$ cat config.mk
export PLATFORM = sky130hd
export DESIGN_NAME = sortable_deque_engine_flat
export DESIGN_NICKNAME = d
export VERILOG_FILES = /design/src/rtl/sde_pkg.sv /design/src/rtl/sde_req_if.sv /design/src/rtl/sde_rsp_if.sv /design/src/rtl/sde_ram.sv /design/src/rtl/sde_ctrl.sv /design/src/rtl/sortable_deque_engine.sv /design/src/flat_wrapper.sv
export SDC_FILE = /design/constraint.sdc
export NUM_CORES = 2
export LEC_CHECK = 0
export ABC_AREA = 1
export CORE_MARGIN = 1
export CORE_UTILIZATION = 45
export DETAILED_ROUTE_END_ITERATION = 10
export DONT_BUFFER_PORTS = 1
export GPL_ROUTABILITY_DRIVEN = 1
export PLACE_DENSITY = 0.58
export SLEW_MARGIN = 10
export SYNTH_ARGS = -nofsm -noshare
export SYNTH_HDL_FRONTEND = slang
export SYNTH_SLANG_ARGS = --single-unit
$ cat constraint.sdc
create_clock -name clk -period 12.5 [get_ports clk]
set_input_delay 0.625 -clock clk [delete_from_list [all_inputs] [get_ports clk]]
set_output_delay 0.625 -clock clk [all_outputs]
set_load 0.005 [all_outputs]
$ cat src/rtl/sde_pkg.sv
// ----------------------------------------------------------------------------
// sde_pkg
// Shared types and constants of the sortable deque engine.
// ----------------------------------------------------------------------------
package sde_pkg;

  localparam int DEPTH  = 16;
  localparam int DATA_W = 32;
  localparam int AW     = (DEPTH > 1) ? $clog2(DEPTH) : 1;
  localparam int LW     = $clog2(DEPTH + 1);
  localparam int CW     = LW + 1;

  localparam logic [LW-1:0] DEPTH_L = LW'(DEPTH);

  typedef enum logic [2:0] {
    REQ_PUSH_FRONT = 3'd0,
    REQ_PUSH_BACK  = 3'd1,
    REQ_POP_FRONT  = 3'd2,
    REQ_POP_BACK   = 3'd3,
    REQ_DELETE     = 3'd4,
    REQ_SORT       = 3'd5,
    REQ_READ_ALL   = 3'd6,
    REQ_NONE       = 3'd7
  } req_e;

  typedef enum logic [1:0] {
    ST_OK       = 2'd0,
    ST_EMPTY    = 2'd1,
    ST_NOTFOUND = 2'd2,
    ST_FULL     = 2'd3
  } status_e;

  typedef logic [AW-1:0]            addr_t;
  typedef logic [LW-1:0]            len_t;
  typedef logic signed [DATA_W-1:0] data_t;

  typedef struct packed {
    logic  we;
    addr_t waddr;
    data_t wdata;
    addr_t raddr;
  } ram_req_t;

endpackage

$ cat src/rtl/sde_req_if.sv
// ----------------------------------------------------------------------------
// sde_req_if
// Request channel: valid/ready handshake with request code and value.
// ----------------------------------------------------------------------------
interface sde_req_if;
  logic                 valid;
  logic                 ready;
  logic [2:0]           req_type;
  sde_pkg::data_t       value;

  modport source (output valid, output req_type, output value, input ready);
  modport sink   (input valid, input req_type, input value, output ready);
endinterface

$ cat src/rtl/sde_rsp_if.sv
// ----------------------------------------------------------------------------
// sde_rsp_if
// Result channel: valid/ready handshake with value, status, length and last.
// ----------------------------------------------------------------------------
interface sde_rsp_if;
  logic                 valid;
  logic                 ready;
  sde_pkg::data_t       value_out;
  logic [1:0]           status;
  sde_pkg::len_t        length;
  logic                 last;

  modport source (output valid, output value_out, output status, output length,
                  output last, input ready);
  modport sink   (input valid, input value_out, input status, input length,
                  input last, output ready);
endinterface

$ cat src/rtl/sde_ram.sv
// ----------------------------------------------------------------------------
// sde_ram
// Simple dual-port synchronous RAM, one write and one registered read port.
// ----------------------------------------------------------------------------
module sde_ram #(
  parameter int DEPTH_P = 16,
  parameter int WIDTH_P = 32,
  parameter int AW_P    = (DEPTH_P > 1) ? $clog2(DEPTH_P) : 1
) (
  input  logic               clk,
  input  logic               we,
  input  logic [AW_P-1:0]    waddr,
  input  logic [WIDTH_P-1:0] wdata,
  input  logic [AW_P-1:0]    raddr,
  output logic [WIDTH_P-1:0] rdata
);

  logic [WIDTH_P-1:0] mem [DEPTH_P];

  always_ff @(posedge clk) begin
    if (we) begin
      mem[waddr] <= wdata;
    end
    rdata <= mem[raddr];
  end

endmodule

$ cat src/rtl/sde_ctrl.sv
// ----------------------------------------------------------------------------
// sde_ctrl
// Request sequencer: read-modify-write control of the value store and the
// sort scratch memory, plus the result output register.
// ----------------------------------------------------------------------------
module sde_ctrl (
  input  logic              clk,
  input  logic              rst_n,
  sde_req_if.sink           in_ch,
  sde_rsp_if.source         out_ch,
  output sde_pkg::ram_req_t store_req,
  input  sde_pkg::data_t    store_rdata,
  output sde_pkg::ram_req_t tmp_req,
  input  sde_pkg::data_t    tmp_rdata
);

  typedef enum logic [7:0] {
    S_IDLE   = 8'b0000_0001,
    S_POP    = 8'b0000_0010,
    S_SRCH   = 8'b0000_0100,
    S_SHIFT  = 8'b0000_1000,
    S_SORT   = 8'b0001_0000,
    S_RDALL  = 8'b0010_0000,
    S_RDWAIT = 8'b0100_0000,
    S_RESP   = 8'b1000_0000
  } state_t;

  state_t                  state_r, state_nxt;
  sde_pkg::addr_t          front_r, front_nxt;
  sde_pkg::len_t           occ_r, occ_nxt;
  sde_pkg::data_t          val_r, val_nxt;
  logic [sde_pkg::CW-1:0]  cnt_r, cnt_nxt;
  logic [sde_pkg::CW-1:0]  pass_r, pass_nxt;
  sde_pkg::data_t          car_r, car_nxt;
  logic                    rv_r, rv_nxt;
  logic [sde_pkg::CW-1:0]  ri_r, ri_nxt;
  sde_pkg::data_t          res_val_r, res_val_nxt;
  sde_pkg::status_e        res_st_r, res_st_nxt;
  logic                    res_last_r, res_last_nxt;
  logic                    out_valid_r, out_valid_nxt;
  sde_pkg::data_t          out_val_r, out_val_nxt;
  sde_pkg::status_e        out_st_r, out_st_nxt;
  sde_pkg::len_t           out_len_r, out_len_nxt;
  logic                    out_last_r, out_last_nxt;

  logic                    in_fire;
  logic                    out_load;
  logic [sde_pkg::CW-1:0]  occ_w;
  logic [sde_pkg::CW-1:0]  passes;
  sde_pkg::data_t          d_sort;
  sde_pkg::addr_t          dst_idx;

  // logical position to physical address, front + i wraps at most once
  function automatic sde_pkg::addr_t slot(input sde_pkg::addr_t front,
                                          input logic [sde_pkg::CW-1:0] i);
    logic [sde_pkg::CW:0] sum;
    sum = (sde_pkg::CW + 1)'(front) + (sde_pkg::CW + 1)'(i);
    if (sum >= (sde_pkg::CW + 1)'(sde_pkg::DEPTH)) begin
      sum = sum - (sde_pkg::CW + 1)'(sde_pkg::DEPTH);
    end
    return sde_pkg::AW'(sum);
  endfunction

  assign in_fire      = in_ch.valid && in_ch.ready;
  assign in_ch.ready  = (state_r == S_IDLE);
  assign out_load     = (state_r == S_RESP) && (!out_valid_r || out_ch.ready);
  assign occ_w        = sde_pkg::CW'(occ_r);
  // even pass count so the last pass lands in the value store
  assign passes       = occ_r[0] ? occ_w + 1'b1 : occ_w;
  assign d_sort       = pass_r[0] ? tmp_rdata : store_rdata;
  assign dst_idx      = sde_pkg::AW'(ri_r - 1'b1);

  assign out_ch.valid     = out_valid_r;
  assign out_ch.value_out = out_val_r;
  assign out_ch.status    = out_st_r;
  assign out_ch.length    = out_len_r;
  assign out_ch.last      = out_last_r;

  always_comb begin
    state_nxt    = state_r;
    front_nxt    = front_r;
    occ_nxt      = occ_r;
    val_nxt      = val_r;
    cnt_nxt      = cnt_r;
    pass_nxt     = pass_r;
    car_nxt      = car_r;
    rv_nxt       = 1'b0;
    ri_nxt       = ri_r;
    res_val_nxt  = res_val_r;
    res_st_nxt   = res_st_r;
    res_last_nxt = res_last_r;
    store_req    = '0;
    tmp_req      = '0;

    unique case (state_r)
      S_IDLE: begin
        if (in_fire) begin
          val_nxt      = in_ch.value;
          res_val_nxt  = '0;
          res_st_nxt   = sde_pkg::ST_OK;
          res_last_nxt = 1'b1;
          cnt_nxt      = '0;
          pass_nxt     = '0;
          state_nxt    = S_RESP;
          case (sde_pkg::req_e'(in_ch.req_type))
            sde_pkg::REQ_PUSH_FRONT, sde_pkg::REQ_PUSH_BACK: begin
              if (occ_r >= sde_pkg::DEPTH_L) begin
                res_st_nxt = sde_pkg::ST_FULL;
              end else begin
                store_req.we    = 1'b1;
                store_req.wdata = in_ch.value;
                if (in_ch.req_type == sde_pkg::REQ_PUSH_FRONT) begin
                  front_nxt = (front_r == '0) ? sde_pkg::AW'(sde_pkg::DEPTH - 1)
                                              : front_r - 1'b1;
                  store_req.waddr = front_nxt;
                end else begin
                  store_req.waddr = slot(front_r, occ_w);
                end
                occ_nxt = occ_r + 1'b1;
              end
            end
            sde_pkg::REQ_POP_FRONT, sde_pkg::REQ_POP_BACK: begin
              if (occ_r == '0) begin
                res_st_nxt = sde_pkg::ST_EMPTY;
              end else begin
                if (in_ch.req_type == sde_pkg::REQ_POP_FRONT) begin
                  store_req.raddr = front_r;
                  front_nxt       = slot(front_r, sde_pkg::CW'(1));
                end else begin
                  store_req.raddr = slot(front_r, occ_w - 1'b1);
                end
                occ_nxt   = occ_r - 1'b1;
                state_nxt = S_POP;
              end
            end
            sde_pkg::REQ_DELETE: begin
              if (occ_r == '0) begin
                res_st_nxt = sde_pkg::ST_EMPTY;
              end else begin
                state_nxt = S_SRCH;
              end
            end
            sde_pkg::REQ_SORT: begin
              if (occ_r == '0) begin
                front_nxt = '0;
              end else begin
                state_nxt = S_SORT;
              end
            end
            sde_pkg::REQ_READ_ALL: begin
              if (occ_r == '0) begin
                res_st_nxt = sde_pkg::ST_EMPTY;
              end else begin
                state_nxt = S_RDALL;
              end
            end
            default: ;
          endcase
        end
      end

      S_POP: begin
        res_val_nxt = store_rdata;
        state_nxt   = S_RESP;
      end

      S_SRCH: begin
        if (cnt_r < occ_w) begin
          store_req.raddr = slot(front_r, cnt_r);
          rv_nxt          = 1'b1;
          ri_nxt          = cnt_r;
          cnt_nxt         = cnt_r + 1'b1;
        end
        if (rv_r) begin
          if (store_rdata == val_r) begin
            res_val_nxt = store_rdata;
            cnt_nxt     = ri_r + 1'b1;
            rv_nxt      = 1'b0;
            state_nxt   = S_SHIFT;
          end else if (ri_r == occ_w - 1'b1) begin
            res_st_nxt = sde_pkg::ST_NOTFOUND;
            state_nxt  = S_RESP;
          end
        end
      end

      S_SHIFT: begin
        // close the gap: each value moves one place toward the front
        if (cnt_r < occ_w) begin
          store_req.raddr = slot(front_r, cnt_r);
          rv_nxt          = 1'b1;
          ri_nxt          = cnt_r;
          cnt_nxt         = cnt_r + 1'b1;
        end
        if (rv_r) begin
          store_req.we    = 1'b1;
          store_req.waddr = slot(front_r, ri_r - 1'b1);
          store_req.wdata = store_rdata;
        end
        if (cnt_r >= occ_w && !rv_r) begin
          occ_nxt   = occ_r - 1'b1;
          state_nxt = S_RESP;
        end
      end

      S_SORT: begin
        // one stable bubble pass per sweep, ping-ponging store and scratch
        if (cnt_r < occ_w) begin
          store_req.raddr = slot(front_r, cnt_r);
          tmp_req.raddr   = sde_pkg::AW'(cnt_r);
          rv_nxt          = 1'b1;
          ri_nxt          = cnt_r;
        end
        if (rv_r) begin
          if (ri_r == '0) begin
            car_nxt = d_sort;
          end else begin
            store_req.we    = pass_r[0];
            tmp_req.we      = !pass_r[0];
            store_req.waddr = dst_idx;
            tmp_req.waddr   = dst_idx;
            if (d_sort < car_r) begin
              store_req.wdata = d_sort;
              tmp_req.wdata   = d_sort;
            end else begin
              store_req.wdata = car_r;
              tmp_req.wdata   = car_r;
              car_nxt         = d_sort;
            end
          end
        end
        if (cnt_r == occ_w + 1'b1) begin
          store_req.we    = pass_r[0];
          tmp_req.we      = !pass_r[0];
          store_req.waddr = sde_pkg::AW'(occ_w - 1'b1);
          tmp_req.waddr   = sde_pkg::AW'(occ_w - 1'b1);
          store_req.wdata = car_r;
          tmp_req.wdata   = car_r;
          if (pass_r[0]) begin
            front_nxt = '0;
          end
          cnt_nxt = '0;
          if (pass_r == passes - 1'b1) begin
            state_nxt = S_RESP;
          end else begin
            pass_nxt = pass_r + 1'b1;
          end
        end else begin
          cnt_nxt = cnt_r + 1'b1;
        end
      end

      S_RDALL: begin
        store_req.raddr = slot(front_r, cnt_r);
        cnt_nxt         = cnt_r + 1'b1;
        state_nxt       = S_RDWAIT;
      end

      S_RDWAIT: begin
        res_val_nxt  = store_rdata;
        res_last_nxt = (cnt_r == occ_w);
        state_nxt    = S_RESP;
      end

      S_RESP: begin
        if (out_load) begin
          state_nxt = res_last_r ? S_IDLE : S_RDALL;
        end
      end

      default: state_nxt = S_IDLE;
    endcase
  end

  always_comb begin
    out_valid_nxt = out_ch.ready ? 1'b0 : out_valid_r;
    out_val_nxt   = out_val_r;
    out_st_nxt    = out_st_r;
    out_len_nxt   = out_len_r;
    out_last_nxt  = out_last_r;
    if (out_load) begin
      out_valid_nxt = 1'b1;
      out_val_nxt   = res_val_r;
      out_st_nxt    = res_st_r;
      out_len_nxt   = occ_r;
      out_last_nxt  = res_last_r;
    end
  end

  always_ff @(posedge clk) begin
    if (!rst_n) begin
      state_r     <= S_IDLE;
      front_r     <= '0;
      occ_r       <= '0;
      rv_r        <= 1'b0;
      out_valid_r <= 1'b0;
    end else begin
      state_r     <= state_nxt;
      front_r     <= front_nxt;
      occ_r       <= occ_nxt;
      rv_r        <= rv_nxt;
      out_valid_r <= out_valid_nxt;
    end
  end

  always_ff @(posedge clk) begin
    val_r      <= val_nxt;
    cnt_r      <= cnt_nxt;
    pass_r     <= pass_nxt;
    car_r      <= car_nxt;
    ri_r       <= ri_nxt;
    res_val_r  <= res_val_nxt;
    res_st_r   <= res_st_nxt;
    res_last_r <= res_last_nxt;
    out_val_r  <= out_val_nxt;
    out_st_r   <= out_st_nxt;
    out_len_r  <= out_len_nxt;
    out_last_r <= out_last_nxt;
  end

  a_occ_bound: assert property (@(posedge clk) disable iff (!rst_n)
    occ_r <= sde_pkg::DEPTH_L)
    else $error("occupancy above depth");

  a_fire_leaves_idle: assert property (@(posedge clk) disable iff (!rst_n)
    in_fire |=> state_r != S_IDLE)
    else $error("accepted transaction left sequencer idle");

  a_idle_holds_occ: assert property (@(posedge clk) disable iff (!rst_n)
    (state_r == S_IDLE && !in_fire) |=> $stable(occ_r) && $stable(front_r))
    else $error("state changed without a transaction");

  a_last_returns_idle: assert property (@(posedge clk) disable iff (!rst_n)
    (out_load && res_last_r) |=> state_r == S_IDLE && out_valid_r)
    else $error("final result did not end the request");

endmodule

$ cat src/rtl/sortable_deque_engine.sv
// ----------------------------------------------------------------------------
// sortable_deque_engine
// Bounded deque of signed 32-bit values with delete, stable sort and read-out.
// ----------------------------------------------------------------------------
// Requests arrive on in_ch (valid/ready) with a request code and a value;
// results leave on out_ch (valid/ready), each with value, status, length and
// a last flag. One request is worked on at a time; in_ch.ready is high only
// while the sequencer is idle. Values live in a 16-entry synchronous RAM
// with a registered read port; a second RAM of the same size holds sort data.
// Delete searches then shifts; sort runs n or n+1 passes (even) over n values;
// read all gives 1 result per value, with last on the final one.
// The request rate is set by the single read and write port of the value RAM.
// Reset (rst_n low, synchronous) empties the deque and drops any pending
// result; RAM contents are not cleared and never read unwritten.
// When the receiver stalls, the result holds in the output register and the
// sequencer waits before loading the next one.
// ----------------------------------------------------------------------------
module sortable_deque_engine (
  input  logic      clk,
  input  logic      rst_n,
  sde_req_if.sink   in_ch,
  sde_rsp_if.source out_ch
);

  sde_pkg::ram_req_t store_req;
  sde_pkg::ram_req_t tmp_req;
  sde_pkg::data_t    store_rdata;
  sde_pkg::data_t    tmp_rdata;

  sde_ctrl u_ctrl (
    .clk         (clk),
    .rst_n       (rst_n),
    .in_ch       (in_ch),
    .out_ch      (out_ch),
    .store_req   (store_req),
    .store_rdata (store_rdata),
    .tmp_req     (tmp_req),
    .tmp_rdata   (tmp_rdata)
  );

  sde_ram #(
    .DEPTH_P (sde_pkg::DEPTH),
    .WIDTH_P (sde_pkg::DATA_W),
    .AW_P    (sde_pkg::AW)
  ) u_store_ram (
    .clk   (clk),
    .we    (store_req.we),
    .waddr (store_req.waddr),
    .wdata (store_req.wdata),
    .raddr (store_req.raddr),
    .rdata (store_rdata)
  );

  sde_ram #(
    .DEPTH_P (sde_pkg::DEPTH),
    .WIDTH_P (sde_pkg::DATA_W),
    .AW_P    (sde_pkg::AW)
  ) u_tmp_ram (
    .clk   (clk),
    .we    (tmp_req.we),
    .waddr (tmp_req.waddr),
    .wdata (tmp_req.wdata),
    .raddr (tmp_req.raddr),
    .rdata (tmp_rdata)
  );

endmodule
$ cat src/flat_wrapper.sv
// flat-port wrapper written by rule: the top's interface ports become plain ports
module sortable_deque_engine_flat 
  (clk, rst_n, in_ch_valid, in_ch_req_type, in_ch_value, in_ch_ready, out_ch_valid, out_ch_value_out, out_ch_status, out_ch_length, out_ch_last, out_ch_ready);
  sde_req_if in_ch_i ();
  sde_rsp_if out_ch_i ();
  input  logic clk;
  input  logic rst_n;
  input wire logic [$bits(in_ch_i.valid)-1:0] in_ch_valid;
  input wire logic [$bits(in_ch_i.req_type)-1:0] in_ch_req_type;
  input wire logic [$bits(in_ch_i.value)-1:0] in_ch_value;
  output wire logic [$bits(in_ch_i.ready)-1:0] in_ch_ready;
  output wire logic [$bits(out_ch_i.valid)-1:0] out_ch_valid;
  output wire logic [$bits(out_ch_i.value_out)-1:0] out_ch_value_out;
  output wire logic [$bits(out_ch_i.status)-1:0] out_ch_status;
  output wire logic [$bits(out_ch_i.length)-1:0] out_ch_length;
  output wire logic [$bits(out_ch_i.last)-1:0] out_ch_last;
  input wire logic [$bits(out_ch_i.ready)-1:0] out_ch_ready;
  assign in_ch_i.valid = in_ch_valid;
  assign in_ch_i.req_type = in_ch_req_type;
  assign in_ch_i.value = in_ch_value;
  assign in_ch_ready = in_ch_i.ready;
  assign out_ch_valid = out_ch_i.valid;
  assign out_ch_value_out = out_ch_i.value_out;
  assign out_ch_status = out_ch_i.status;
  assign out_ch_length = out_ch_i.length;
  assign out_ch_last = out_ch_i.last;
  assign out_ch_i.ready = out_ch_ready;
  sortable_deque_engine u_core (.clk(clk), .rst_n(rst_n), .in_ch(in_ch_i), .out_ch(out_ch_i));
endmodule
==> metrics.txt <==
slew margin rel.=19.5%; Die Span X=352 um; Storage cell area=37100 um^2; number of global-route vias before repair=between 30000 and 40000; syn avg cell area=around 11 um^2; post-synth net total=5166; Synth Warn #=0; Maximum Capacitance Violations=0; DRT iter0 DRCs=approximately 4300; cell leakage power=23.1 nW; Synth Flop Type=edfxtp_1; fin crit share=43.0%; sw power=approximately 3.6 mW; largest net degree at the start of global routing=254; TritonRoute pass-1 iters=8; peak supply drop=approximately 200 uV; Synth Instances=5064; DR WL/cell=~23 um; critical path data required time=12830 ps; sequential fraction of the synthesis area=67.2%; clock skew=61.1 ps; clk sinks=1264; Sw Share=31.6%; htree depth=4; via count=37700; Comb power frac=19.8%; critical path capture point type=flop; post_cts resized=0; CTS tree=yes; Reg power frac=45.9%; Area Overhead vs Synth=11.4%; worst-skew pair later-pin latency=800 ps; Power per Cell Area=approximately 190 nW/um^2; CP Launch Type=flop; final slew viol count=0; Synth Register Bits=between 1000 and 1500; core area=122000 um^2; RSZ-0062 raised after global routing=no; initial antenna violation count=10; row count=128; Total GRT Usage=25.2%; # setup viols final=0; Clock Path Buffers=3; final wirelength=158000 um; post-CTS setup buffers=0; Setup CP Type=flop to flop; Port Buffers=0; hold buffer count at cts=33; Post-Syn Area=55200 um^2; Critical Path AT=5710 ps; share of cells above drive strength 1=7.30%; area of the multi-input gates=between 10000 and 15000 um^2; EDFF count, synth=1181; Design Power=11.4 mW; Async SR Flop Fraction=0%; hold crit path type=input port to flop; GP Congestion=between 0.9 and 1; nets=5117; clock power share=34.3%; internal power=a little under 8 mW; Max Freq=0.186 GHz; Final ANT Viol Nets=0; Initial Utilization=a little under half; I/O pin count=between 80 and 90; Yosys cell types=between 50 and 60; total CTS buffers=137; Final HPWL DP=86400 um; fillers=10700; die height=352 um; Die Footprint=roughly 120000 um^2; Post-route DRC=0; gr ovfl total=0; worst slew pin tran=1210 ps; crit-path max FO=34; vias per cell=5.59; clk slew on worst S/H paths=60 ps; Final Hold Fails=0; Root Driver=clkbuf_16; first-pass GRT wire length=233000 um; outcome=finished clean; TNS Setup=0 ps; Period minus WS final=5380 ps
[state kept, by name, indices dropped and copies added, names as in the netlist, 2 cells and up]
name                            flops
u_core.u_store_ram.mem            512
u_core.u_tmp_ram.mem              512
u_core.u_ctrl.car_r                32
u_core.u_ctrl.out_ch.value_out     32
u_core.u_ctrl.res_val_r            32
u_core.u_ctrl.val_r                32
u_core.u_store_ram.rdata           32
u_core.u_tmp_ram.rdata             32
u_core.u_ctrl.state_r               8
u_core.u_ctrl.cnt_r                 6
u_core.u_ctrl.pass_r                6
u_core.u_ctrl.ri_r                  6
u_core.u_ctrl.occ_r                 5
u_core.u_ctrl.out_ch.length         5
u_core.u_ctrl.front_r               4
u_core.u_ctrl.out_ch.status         2
u_core.u_ctrl.res_st_r              2
[metal layers]
metal	GRT usage [%]	vias to the layer above	part of all wire, %
met5	0	-	0.020
met1	36.6	18300	43
met3	5.07	244	9.1
li1	-	17500	-
met4	8.37	4	2.9
met2	37.8	1699	45
[stage by stage]
| stage | hold slack, ps | cells | util [%] | cell area, um^2 | setup WS (ps) |
|---|---|---|---|---|---|
| after floorplan | 400 | 5064 | - | 55200 | 8200 |
| after detailed placement | 405 | 6467 | 46.7 | 56800 | 7230 |
| final | 137 | 6754 | 50.6 | 61500 | 7120 |
| after global routing | 131 | 6752 | 50.6 | 61500 | 6840 |
| after global placement | 401 | 6467 | 46.7 | 56800 | 7220 |
| after CTS | 80.1 | 6748 | 50.5 | 61500 | 7150 |
[logic make-up after synthesis]
group	count (synthesis)	synth area share [%]
xor gates and xnor gates	65	1.03
buffers and inverters	897	6.54
muxes	6	0.122
adders and majority gates	63	1.48
DFF	1264	67.2
and+or+nand+nor	2341	18.8
AOI/OAI and AO/OA	428	4.76
[worst max-delay path, stage by stage, from the launching register on]
cell and delay [ps]:
edfxtp_1 380, inv_1 870, or2_2 250, o21ai_0 100
inv_1 130, ha_1 250, a21oi_1 200, o21ai_0 130
nand2_1 70, o211ai_1 80, a21oi_1 220, nand2_1 140
nand2_2 480, nand2_1 520, o21ai_0 310, nand2_1 70
nand2_1 200, nand2_1 470
[power groups by stage]
stage	Sequential (mW)	Clock, mW	Combinational (mW)
after global routing	5.24	4.14	2.49
after floorplan	5.13	0	1.59
final	5.25	3.92	2.27
after detailed placement	5.32	0	2.22
after global placement	5.31	0	2.20
after CTS	5.23	3.98	2.25
[worst paths after layout]
kind | start | endpoint | slack (ps) | cells after the start
worst min register to register | u_core.u_ctrl.res_val_r[0] | u_core.u_ctrl.out_ch.value_out[0] | 420 | 0
worst max register to register | u_core.u_ctrl.pass_r[0] | u_core.u_store_ram.mem[13][4] | 7120 | 17
worst max-delay path | u_core.u_ctrl.pass_r[0] | u_core.u_store_ram.mem[13][4] | 7120 | 17
worst min-delay path | in_ch_req_type[2] | u_core.u_ctrl.state_r[5] | 140 | 4
[layout make-up]
class | count | share of cell area, %
sequential | 1264 | 60.3
multi-input combinational | 2903 | 24.1
clock buffer | 190 | 6.09
inverter | 605 | 3.70
tap | 1625 | 3.30
timing repair buffer | 104 | 1.50
clock inverter | 58 | 0.925
antenna | 5 | 0.0203
[cells in the mapped netlist, types with 3 or more instances]
master	count	area, um^2
nor2_2	5	31.3
a31oi_1	41	257
nand3_1	953	4770
xnor2_1	34	298
ha_1	59	738
inv_1	591	2220
xor2_1	31	272
a21oi_1	74	370
o21ai_0	140	701
inv_2	12	45.0
nand4_1	81	507
buf_1	21	78.8
nand2_2	3	18.8
nor4_1	5	31.3
edfxtp_1	1181	35500
o21ai_1	26	130
mux2_2	6	67.6
buf_6	8	90.1
clkbuf_1	143	537
nand2_1	965	3620
or2_2	38	238
a22o_1	28	245
o211ai_1	76	571
nor3_1	7	35.0
a211oi_1	16	120
a32oi_1	11	96.3
nor2_1	274	1030
buf_4	13	97.6
fa_1	4	80.1
dfxtp_1	83	1660
buf_2	107	536
[placed cells by master, fill, tap and decap left out, types with 16 or more instances in the layout]
master,instances
clkinv_2,17
nand3_1,951
buf_4,67
o211ai_1,76
a31oi_1,41
edfxtp_1,1181
or2_2,38
o21ai_1,26
o21ai_0,140
nor2_4,35
inv_1,591
dfxtp_1,83
a211oi_1,16
nand2_1,963
clkinv_1,20
ha_1,58
a21oi_1,74
nor2_1,240
xnor2_1,34
xor2_1,31
nand4_1,81
a22o_1,28
clkbuf_1,43
clkbuf_16,139
dlygate4sd3_1,33
Note: power is estimated with default switching activity, not from simulation.
